===== src/rtl/core/ffea_pkg.sv =====
package ffea_pkg;

  localparam int unsigned MAX_EXTENTS = 64;
  localparam int unsigned BLK_W       = 32;

  localparam logic [BLK_W-1:0] TOTAL_RESET = 32'd100000;

  localparam logic KIND_ALLOC = 1'b0;
  localparam logic KIND_FREE  = 1'b1;

  typedef enum logic [1:0] {
    STATUS_OK      = 2'd0,
    STATUS_NOSPACE = 2'd1,
    STATUS_FULL    = 2'd2,
    STATUS_RANGE   = 2'd3
  } status_e;

  typedef enum logic [2:0] {
    S_INIT,
    S_IDLE,
    S_ASCAN,
    S_FSCAN,
    S_SHIFT,
    S_RESP
  } state_e;

endpackage


===== src/rtl/core/ffea_req_if.sv =====
interface ffea_req_if;
  logic        valid;
  logic        ready;
  logic        kind;
  logic [31:0] start_block;
  logic [31:0] block_count;

  modport source (output valid, output kind, output start_block, output block_count,
                  input ready);
  modport sink (input valid, input kind, input start_block, input block_count,
                output ready);
endinterface


===== src/rtl/core/ffea_rsp_if.sv =====
interface ffea_rsp_if;
  logic        valid;
  logic        ready;
  logic [31:0] block_address;
  logic [1:0]  status;

  modport source (output valid, output block_address, output status, input ready);
  modport sink (input valid, input block_address, input status, output ready);
endinterface


===== src/rtl/core/ffea_ram.sv =====
module ffea_ram #(
  parameter int unsigned Width = 2 * ffea_pkg::BLK_W,
  parameter int unsigned Depth = ffea_pkg::MAX_EXTENTS
) (
  input  logic                     clk_i,
  input  logic                     we_i,
  input  logic [$clog2(Depth)-1:0] waddr_i,
  input  logic [Width-1:0]         wdata_i,
  input  logic [$clog2(Depth)-1:0] raddr_i,
  output logic [Width-1:0]         rdata_o
);

  logic [Width-1:0] mem [Depth];

  always_ff @(posedge clk_i) begin
    if (we_i) begin
      mem[waddr_i] <= wdata_i;
    end
    rdata_o <= mem[raddr_i];
  end

endmodule


===== src/rtl/core/first_fit_extent_allocator.sv =====
// First-fit allocator over a table of free extents kept in one on-chip RAM, sorted by start
// address. The block takes one transaction at a time and is not ready until its result has
// been handed to the output register, which may still hold the previous result. An allocate
// streams the table through the RAM read port one entry per cycle until the first extent that
// fits, and a free until the first extent that starts above the freed run; a removal or sorted
// insert then moves the following entries by one place, again one per cycle. Some requests
// are answered without reading the table; the others scan it and may then shift part of it.
// While the output register waits for the receiver, the block holds its result and is not
// ready. After reset or a write of cfg_wdata_i as the total block count the block writes the
// first table entry before it becomes ready.
module first_fit_extent_allocator #(
  parameter int unsigned MaxExtents = ffea_pkg::MAX_EXTENTS
) (
  input  logic                        clk_i,
  input  logic                        rst_ni,
  input  logic                        cfg_we_i,
  input  logic [ffea_pkg::BLK_W-1:0]  cfg_wdata_i,
  ffea_req_if.sink                    req_i,
  ffea_rsp_if.source                  rsp_o
);

  import ffea_pkg::*;

  localparam int unsigned IdxW = $clog2(MaxExtents);
  localparam int unsigned CntW = $clog2(MaxExtents + 1);
  localparam int unsigned EntW = 2 * BLK_W;

  state_e            state_q, state_d;
  logic [BLK_W-1:0]  total_q, total_d;
  logic [CntW-1:0]   cnt_q, cnt_d;
  logic [BLK_W-1:0]  s_q, s_d;
  logic [BLK_W-1:0]  n_q, n_d;
  logic [BLK_W-1:0]  end_q, end_d;
  logic [IdxW-1:0]   rd_q, rd_d;
  logic [IdxW-1:0]   last_q, last_d;
  logic [IdxW-1:0]   di_q, di_d;
  logic [IdxW-1:0]   pos_q, pos_d;
  logic              all_q, all_d;
  logic              dv_q, dv_d;
  logic              dec_q, dec_d;
  logic              ins_q, ins_d;
  logic [BLK_W-1:0]  res_addr_q, res_addr_d;
  status_e           res_st_q, res_st_d;
  logic              out_valid_q, out_valid_d;
  logic [BLK_W-1:0]  out_addr_q, out_addr_d;
  status_e           out_st_q, out_st_d;

  logic              ram_we;
  logic [IdxW-1:0]   ram_waddr;
  logic [EntW-1:0]   ram_wdata;
  logic [IdxW-1:0]   ram_raddr;
  logic [EntW-1:0]   ram_rdata;
  logic [BLK_W-1:0]  rd_start;
  logic [BLK_W-1:0]  rd_len;
  logic [BLK_W:0]    sum33;
  logic [BLK_W:0]    diff33;
  logic              range_bad;
  logic              issue;
  logic [IdxW-1:0]   cnt_last;

  ffea_ram #(
    .Width (EntW),
    .Depth (MaxExtents)
  ) u_ram (
    .clk_i   (clk_i),
    .we_i    (ram_we),
    .waddr_i (ram_waddr),
    .wdata_i (ram_wdata),
    .raddr_i (ram_raddr),
    .rdata_o (ram_rdata)
  );

  assign rd_start  = ram_rdata[EntW-1:BLK_W];
  assign rd_len    = ram_rdata[BLK_W-1:0];
  assign sum33     = {1'b0, req_i.start_block} + {1'b0, req_i.block_count};
  assign range_bad = (req_i.start_block >= total_q) || (sum33 > {1'b0, total_q});
  assign diff33    = {1'b0, rd_len} - {1'b0, n_q};
  assign cnt_last  = IdxW'(cnt_q - 1'b1);

  assign req_i.ready         = (state_q == S_IDLE);
  assign rsp_o.valid         = out_valid_q;
  assign rsp_o.block_address = out_addr_q;
  assign rsp_o.status        = out_st_q;

  always_ff @(posedge clk_i or negedge rst_ni) begin
    if (!rst_ni) begin
      state_q     <= S_INIT;
      total_q     <= TOTAL_RESET;
      cnt_q       <= CntW'(1);
      all_q       <= 1'b1;
      dv_q        <= 1'b0;
      out_valid_q <= 1'b0;
    end else begin
      state_q     <= state_d;
      total_q     <= total_d;
      cnt_q       <= cnt_d;
      all_q       <= all_d;
      dv_q        <= dv_d;
      out_valid_q <= out_valid_d;
    end
  end

  always_ff @(posedge clk_i) begin
    s_q        <= s_d;
    n_q        <= n_d;
    end_q      <= end_d;
    rd_q       <= rd_d;
    last_q     <= last_d;
    di_q       <= di_d;
    pos_q      <= pos_d;
    dec_q      <= dec_d;
    ins_q      <= ins_d;
    res_addr_q <= res_addr_d;
    res_st_q   <= res_st_d;
    out_addr_q <= out_addr_d;
    out_st_q   <= out_st_d;
  end

  always_comb begin
    state_d     = state_q;
    total_d     = total_q;
    cnt_d       = cnt_q;
    s_d         = s_q;
    n_d         = n_q;
    end_d       = end_q;
    rd_d        = rd_q;
    last_d      = last_q;
    di_d        = di_q;
    pos_d       = pos_q;
    all_d       = all_q;
    dv_d        = 1'b0;
    dec_d       = dec_q;
    ins_d       = ins_q;
    res_addr_d  = res_addr_q;
    res_st_d    = res_st_q;
    out_valid_d = out_valid_q;
    out_addr_d  = out_addr_q;
    out_st_d    = out_st_q;
    ram_we      = 1'b0;
    ram_waddr   = '0;
    ram_wdata   = '0;
    ram_raddr   = rd_q;

    if (out_valid_q && rsp_o.ready) begin
      out_valid_d = 1'b0;
    end

    issue = (state_q inside {S_ASCAN, S_FSCAN, S_SHIFT}) && !all_q;
    if (issue) begin
      dv_d = 1'b1;
      di_d = rd_q;
      rd_d = dec_q ? rd_q - 1'b1 : rd_q + 1'b1;
      if (rd_q == last_q) begin
        all_d = 1'b1;
      end
    end

    case (state_q)
      S_INIT: begin
        ram_we    = 1'b1;
        ram_waddr = '0;
        ram_wdata = {{BLK_W{1'b0}}, total_q};
        state_d   = S_IDLE;
      end
      S_IDLE: begin
        if (req_i.valid) begin
          s_d        = req_i.start_block;
          n_d        = req_i.block_count;
          end_d      = sum33[BLK_W-1:0];
          res_addr_d = '0;
          res_st_d   = STATUS_OK;
          rd_d       = '0;
          last_d     = cnt_last;
          all_d      = 1'b0;
          dec_d      = 1'b0;
          if (req_i.block_count == '0) begin
            state_d = S_RESP;
          end else if (req_i.kind == KIND_ALLOC) begin
            if (cnt_q == '0) begin
              res_st_d = STATUS_NOSPACE;
              state_d  = S_RESP;
            end else begin
              state_d = S_ASCAN;
            end
          end else if (range_bad) begin
            res_st_d = STATUS_RANGE;
            state_d  = S_RESP;
          end else if (cnt_q == '0) begin
            ram_we    = 1'b1;
            ram_waddr = '0;
            ram_wdata = {req_i.start_block, req_i.block_count};
            cnt_d     = CntW'(1);
            state_d   = S_RESP;
          end else begin
            state_d = S_FSCAN;
          end
        end
      end
      S_ASCAN: begin
        if (dv_q) begin
          if (!diff33[BLK_W]) begin
            res_addr_d = rd_start;
            res_st_d   = STATUS_OK;
            dv_d       = 1'b0;
            if (diff33[BLK_W-1:0] != '0) begin
              ram_we    = 1'b1;
              ram_waddr = di_q;
              ram_wdata = {rd_start + n_q, diff33[BLK_W-1:0]};
              state_d   = S_RESP;
            end else if (di_q == cnt_last) begin
              cnt_d   = cnt_q - 1'b1;
              state_d = S_RESP;
            end else begin
              rd_d    = di_q + 1'b1;
              last_d  = cnt_last;
              all_d   = 1'b0;
              dec_d   = 1'b0;
              ins_d   = 1'b0;
              state_d = S_SHIFT;
            end
          end else if (di_q == last_q) begin
            res_st_d = STATUS_NOSPACE;
            dv_d     = 1'b0;
            state_d  = S_RESP;
          end
        end
      end
      S_FSCAN: begin
        if (dv_q) begin
          if (rd_start > s_q) begin
            dv_d = 1'b0;
            if (end_q == rd_start) begin
              ram_we    = 1'b1;
              ram_waddr = di_q;
              ram_wdata = {s_q, rd_len + n_q};
              state_d   = S_RESP;
            end else if (cnt_q == CntW'(MaxExtents)) begin
              res_st_d = STATUS_FULL;
              state_d  = S_RESP;
            end else begin
              rd_d    = cnt_last;
              last_d  = di_q;
              pos_d   = di_q;
              all_d   = 1'b0;
              dec_d   = 1'b1;
              ins_d   = 1'b1;
              state_d = S_SHIFT;
            end
          end else if (di_q == last_q) begin
            dv_d = 1'b0;
            if (cnt_q == CntW'(MaxExtents)) begin
              res_st_d = STATUS_FULL;
            end else begin
              ram_we    = 1'b1;
              ram_waddr = cnt_q[IdxW-1:0];
              ram_wdata = {s_q, n_q};
              cnt_d     = cnt_q + 1'b1;
            end
            state_d = S_RESP;
          end
        end
      end
      S_SHIFT: begin
        if (dv_q) begin
          ram_we    = 1'b1;
          ram_waddr = dec_q ? di_q + 1'b1 : di_q - 1'b1;
          ram_wdata = ram_rdata;
        end else if (all_q) begin
          if (ins_q) begin
            ram_we    = 1'b1;
            ram_waddr = pos_q;
            ram_wdata = {s_q, n_q};
            cnt_d     = cnt_q + 1'b1;
          end else begin
            cnt_d = cnt_q - 1'b1;
          end
          state_d = S_RESP;
        end
      end
      S_RESP: begin
        if (!out_valid_q || rsp_o.ready) begin
          out_valid_d = 1'b1;
          out_addr_d  = res_addr_q;
          out_st_d    = res_st_q;
          state_d     = S_IDLE;
        end
      end
      default: begin
        state_d = S_IDLE;
      end
    endcase

    if (cfg_we_i) begin
      total_d = cfg_wdata_i;
      cnt_d   = CntW'(cfg_wdata_i != '0);
      dv_d    = 1'b0;
      state_d = S_INIT;
    end
  end

`ifndef NO_ASSERTIONS
  a_cnt_bound: assert property (@(posedge clk_i) disable iff (!rst_ni)
    cnt_q <= CntW'(MaxExtents))
    else $error("extent count exceeds table depth");

  a_busy_after_accept: assert property (@(posedge clk_i) disable iff (!rst_ni)
    req_i.valid && req_i.ready |=> !req_i.ready)
    else $error("ready right after an accepted transaction");

  a_write_in_table: assert property (@(posedge clk_i) disable iff (!rst_ni)
    ram_we |-> ({1'b0, ram_waddr} <= (IdxW + 1)'(cnt_q)))
    else $error("table write beyond the extent count");

  a_data_only_when_streaming: assert property (@(posedge clk_i) disable iff (!rst_ni)
    dv_q |-> (state_q == S_ASCAN || state_q == S_FSCAN || state_q == S_SHIFT))
    else $error("read data pending outside a scan or shift");

  a_result_after_resp: assert property (@(posedge clk_i) disable iff (!rst_ni)
    state_q == S_RESP && !cfg_we_i && (!out_valid_q || rsp_o.ready) |=> out_valid_q)
    else $error("result not loaded into the output register");
`endif

endmodule


===== src/flat_wrapper.sv =====
// flat-port wrapper written by rule: the top's interface ports become plain ports
module first_fit_extent_allocator_flat import ffea_pkg::*;
#(
  parameter int unsigned MaxExtents = ffea_pkg::MAX_EXTENTS
)
  (clk_i, rst_ni, cfg_we_i, cfg_wdata_i, req_i_valid, req_i_kind, req_i_start_block, req_i_block_count, req_i_ready, rsp_o_valid, rsp_o_block_address, rsp_o_status, rsp_o_ready);
  ffea_req_if req_i_i ();
  ffea_rsp_if rsp_o_i ();
  input  logic clk_i;
  input  logic rst_ni;
  input  logic cfg_we_i;
  input  logic [ffea_pkg::BLK_W-1:0] cfg_wdata_i;
  input wire logic [$bits(req_i_i.valid)-1:0] req_i_valid;
  input wire logic [$bits(req_i_i.kind)-1:0] req_i_kind;
  input wire logic [$bits(req_i_i.start_block)-1:0] req_i_start_block;
  input wire logic [$bits(req_i_i.block_count)-1:0] req_i_block_count;
  output wire logic [$bits(req_i_i.ready)-1:0] req_i_ready;
  output wire logic [$bits(rsp_o_i.valid)-1:0] rsp_o_valid;
  output wire logic [$bits(rsp_o_i.block_address)-1:0] rsp_o_block_address;
  output wire logic [$bits(rsp_o_i.status)-1:0] rsp_o_status;
  input wire logic [$bits(rsp_o_i.ready)-1:0] rsp_o_ready;
  assign req_i_i.valid = req_i_valid;
  assign req_i_i.kind = req_i_kind;
  assign req_i_i.start_block = req_i_start_block;
  assign req_i_i.block_count = req_i_block_count;
  assign req_i_ready = req_i_i.ready;
  assign rsp_o_valid = rsp_o_i.valid;
  assign rsp_o_block_address = rsp_o_i.block_address;
  assign rsp_o_status = rsp_o_i.status;
  assign rsp_o_i.ready = rsp_o_ready;
  first_fit_extent_allocator #(.MaxExtents(MaxExtents)) u_core (.clk_i(clk_i), .rst_ni(rst_ni), .cfg_we_i(cfg_we_i), .cfg_wdata_i(cfg_wdata_i), .req_i(req_i_i), .rsp_o(rsp_o_i));
endmodule

===== config.mk =====
export PLATFORM = sky130hd
export DESIGN_NAME = first_fit_extent_allocator_flat
export DESIGN_NICKNAME = d
export VERILOG_FILES = /design/src/rtl/core/ffea_pkg.sv /design/src/rtl/core/ffea_req_if.sv /design/src/rtl/core/ffea_rsp_if.sv /design/src/rtl/core/ffea_ram.sv /design/src/rtl/core/first_fit_extent_allocator.sv /design/src/flat_wrapper.sv
export SDC_FILE = /design/constraint.sdc
export NUM_CORES = 2
export LEC_CHECK = 0
export BUFFER_PORTS_ARGS = -buffer_cell sky130_fd_sc_hd__buf_2
export CORE_ASPECT_RATIO = 1.2
export CORE_MARGIN = 2
export CORE_UTILIZATION = 40
export CTS_CLUSTER_SIZE = 30
export DETAILED_ROUTE_END_ITERATION = 7
export HOLD_SLACK_MARGIN = 0.02
export PLACE_DENSITY = 0.55
export SETUP_SLACK_MARGIN = 0.3
export SYNTH_ARGS = -nofsm -noshare
export SYNTH_HDL_FRONTEND = slang
export SYNTH_SLANG_ARGS = --single-unit

===== constraint.sdc =====
create_clock -name clk_i -period 23.2 [get_ports clk_i]
set_clock_uncertainty 0.2 [all_clocks]
set_input_delay 4.64 -clock clk_i [delete_from_list [all_inputs] [get_ports clk_i]]
set_output_delay 4.64 -clock clk_i [all_outputs]
set_load 0.005 [all_outputs]

==> impl_metrics.toml <==
[clocking]
cts.sinks = 4395
cts_root_buf = "clkbuf_16"
htreeDepth = 5
postCtsHoldBufs = 0
cts_tree = "yes"
cts_made_buffers = 426
clk_latency_ns = 1.02
postCtsSetupBuffers = 0
clk_pin_slew_ns = 0.06
cts_resized = 0
ctsLongestPathBuffers = 4

[floorplan]
coreArea_um2 = 441000
initial_core_util_pct = 40.2
die_x_um = 612
row_count = 267
ios = 138
die_area_um2 = 448000
die-height_um = 733

[synthesis]
syn-num-nets = 8621
synth_flop_cell = "edfxtp_1"
synthAdderAreaFrac_pct = 1.69
yosysTopAreaCell = "edfxtp_1"
synth_xor_area_share_pct = 0.826
synthSimpleGateAreaFrac_pct = 2.14
netlist_instances = 8283
netlist.area_leader.share_pct = 72.5
synth_seq_cells = 4395
synth.distinct_cells = 92
synth_compound_area_share_pct = 2.90
synth_area_leaders = "edfxtp_1 (73%), mux4_2 (17%), ha_1 (1.6%)"
postSynthAreaPerCell_um2 = 21.4
ys_top_cells_by_count = "edfxtp_1 (4,280), mux4_2 (1,345), clkbuf_1 (310), ha_1 (231), nand2_1 (201)"
synthMuxAreaShare_pct = 17.2
synthArstFlopShare_pct = 1.02
synthesis.area_um2 = 177000
synth_warnings = 0
yosysMostFrequentCell = "edfxtp_1"
ys_seq_area_share_pct = 74.0
synth_edf_count = 4280
synth_top_family_by_area = "multiplexers"

[timing]
layout_min_cycle_time_ns = 15.10
fin_setup_tns_ns = 0
worstMarginPinSlew_ns = 1.21
hold_violations = 0
slew_viol_final = 0
setup_viol = 0
slew-limit-headroom_pct = 19.1
period_share_pct = 65.1
rsz0062_at_grt = "false"
maxClockFrequency_mhz = 66.2

[global_routing]
gr-total-overflow = 0
grt_pass1_vias = 91367
grt_util_all_layers_pct = 24.5
grt_pass1_wl_mm = 761
grt_max_degree = 112
antenna_found_initial = 39

[power_and_ir_drop]
ir_worst_vdd_mv = 0.0685
power_density_nw_per_um2 = 108
p_leak_nw = 58.1
power.total_mw = 21.7

[worst_setup_path]
r2r_cells = 18
arrival_ns = 15.50
r2r_slack_ns = 13.19
end_kind = "register"
cp_max_fo = 29
criticalPathCategory = "primary input to register"
critPathMaxStageDelay_ns = 1.05
r2r_start = "u_core.n_q[10]"
r2r-end = "u_core.u_ram.mem[0][45]"
crit_required_ns = 23.60
critical-path-slowest-cell = "nor2_4"
start_kind = "primary input"
crit_top_cell = "o21ai_0"

[placed_design]
place_congestion = 0.908
hpwl_mm = 330
portBuffers = 137

[worst_hold_path]
whs_endpoint = "u_core.rsp_o.block_address[23]"
hp-class = "register to register"
hp-start = "u_core.res_addr_q[23]"
hold_depth = 0

[layout]
n_fill_cell = 36809
drive_above_1_share_pct = 28.0
seq_area_um2 = 131000
fin_nets = 9053
multi_input_area_um2 = 44900
area_delta_synth_final_pct = 13.1

[route]
wl_per_cell_um = 37.4
drtIter0Drc = 11540
vias = 90637
wl_mm = 557
avgViaCountPerCell = 6.10
route.detailed.drc = 0
ant_nets = 0
dr.pass1.iters = 6

[job]
cap_viol_max_count = 0

[status]
status = "finished, final reports clean"
## layout make-up
class	instances	share of cell area, %
clock buffer	523	5.55
tap	5783	3.61
clock inverter	255	1.21
timing repair buffer	433	1.50
inverter	164	0.308
sequential	4395	65.4
multi-input combinational	3295	22.4
antenna	17	0.0212
## power by group
part           total, mW  switching (mW)  internal [mW]
logic               5.28            3.32           1.96
clock network       6.84            3.05           3.79
registers           9.60           0.287           9.32
## metrics by stage
| step | cell area (um^2) | utilization [%] | std cells | hold slack (ns) | worst slack [ns] |
|---|---|---|---|---|---|
| 2_1_floorplan | 177000 | - | 8283 | 0.200 | 9.92 |
| 3_3_place_gp | 187000 | 42.4 | 14070 | 0.204 | 7.30 |
| 3_5_place_dp | 187000 | 42.4 | 14070 | 0.205 | 7.28 |
| 4_1_cts | 200000 | 45.4 | 14848 | 0.217 | 8.29 |
| 5_1_grt | 200000 | 45.4 | 14849 | 0.229 | 7.78 |
| 6_report | 200000 | 45.5 | 14865 | 0.215 | 8.10 |
## critical path, delay by kind of cell
| kind | cells | cell delay [ns] |
|---|---|---|
| simple gates | 7 | 2.96 |
| xor+xnor | 1 | 0.18 |
| buf+inv | 5 | 1.90 |
| compound gates | 16 | 4.65 |
| fa+ha+maj | 3 | 0.96 |
## per-layer routing
metal / wire [um] / vias up / global-route usage, %
li1: - / 35927 / -
met1: 223000 / 50056 / 33.5
met2: 275000 / 3903 / 40.9
met3: 39100 / 743 / 3.44
met4: 19300 / 8 / 7.38
met5: 49 / - / 0
## flip-flops by register name, indices dropped and copies added (netlist names)
| name | flops |
|---|---|
| u_core.all_q | 1 |
| u_core.cnt_q | 7 |
| u_core.dec_q | 1 |
| u_core.di_q | 6 |
| u_core.dv_q | 1 |
| u_core.end_q | 32 |
| u_core.ins_q | 1 |
| u_core.last_q | 6 |
| u_core.n_q | 32 |
| u_core.pos_q | 6 |
| u_core.ram_raddr | 6 |
| u_core.res_addr_q | 32 |
| u_core.res_st_q | 2 |
| u_core.rsp_o.block_address | 32 |
| u_core.rsp_o.status | 2 |
| u_core.rsp_o.valid | 1 |
| u_core.s_q | 32 |
| u_core.state_q | 3 |
| u_core.total_q | 32 |
| u_core.u_ram.mem | 4096 |
| u_core.u_ram.rdata_o | 64 |
## worst max-delay path by stage
stage	startpoint	to
floorplan	req_i_block_count[0]	u_core.u_ram.mem[46][0]
global placement	req_i_block_count[0]	u_core.u_ram.mem[0][21]
detailed placement	req_i_block_count[0]	u_core.u_ram.mem[0][46]
CTS	req_i_block_count[0]	u_core.u_ram.mem[0][22]
global route	req_i_block_count[0]	u_core.u_ram.mem[0][52]
finish	req_i_block_count[0]	u_core.u_ram.mem[0][45]
## kinds of logic after synthesis
logic type,count (synthesis)
and+or+nand+nor,774
adders and majority gates,236
muxes,1360
DFF,4395
xor gates and xnor gates,167
buffers and inverters,593
AOI/OAI and AO/OA,758
## placed cells by master (no fill, tap or decap), types with 30 or more instances in the layout
cell type,n
edfxtp_1,4280
mux4_2,1345
clkbuf_16,426
buf_4,288
ha_1,231
nand2_1,196
a21oi_1,189
inv_1,162
buf_2,137
nor2_1,135
o21ai_0,125
xnor2_1,123
clkinv_1,102
clkbuf_1,87
clkinv_2,77
nor2_4,64
dfxtp_1,64
nand3_1,60
a21o_1,59
a222oi_1,54
nor3_1,53
nand4_1,48
xor2_1,44
and2_1,43
dfrtp_1,36
bufinv_16,33
o31ai_1,32
nor4_1,31
o211ai_1,30
o21ai_4,30
No activity file was read; power rests on OpenSTA's default activity.
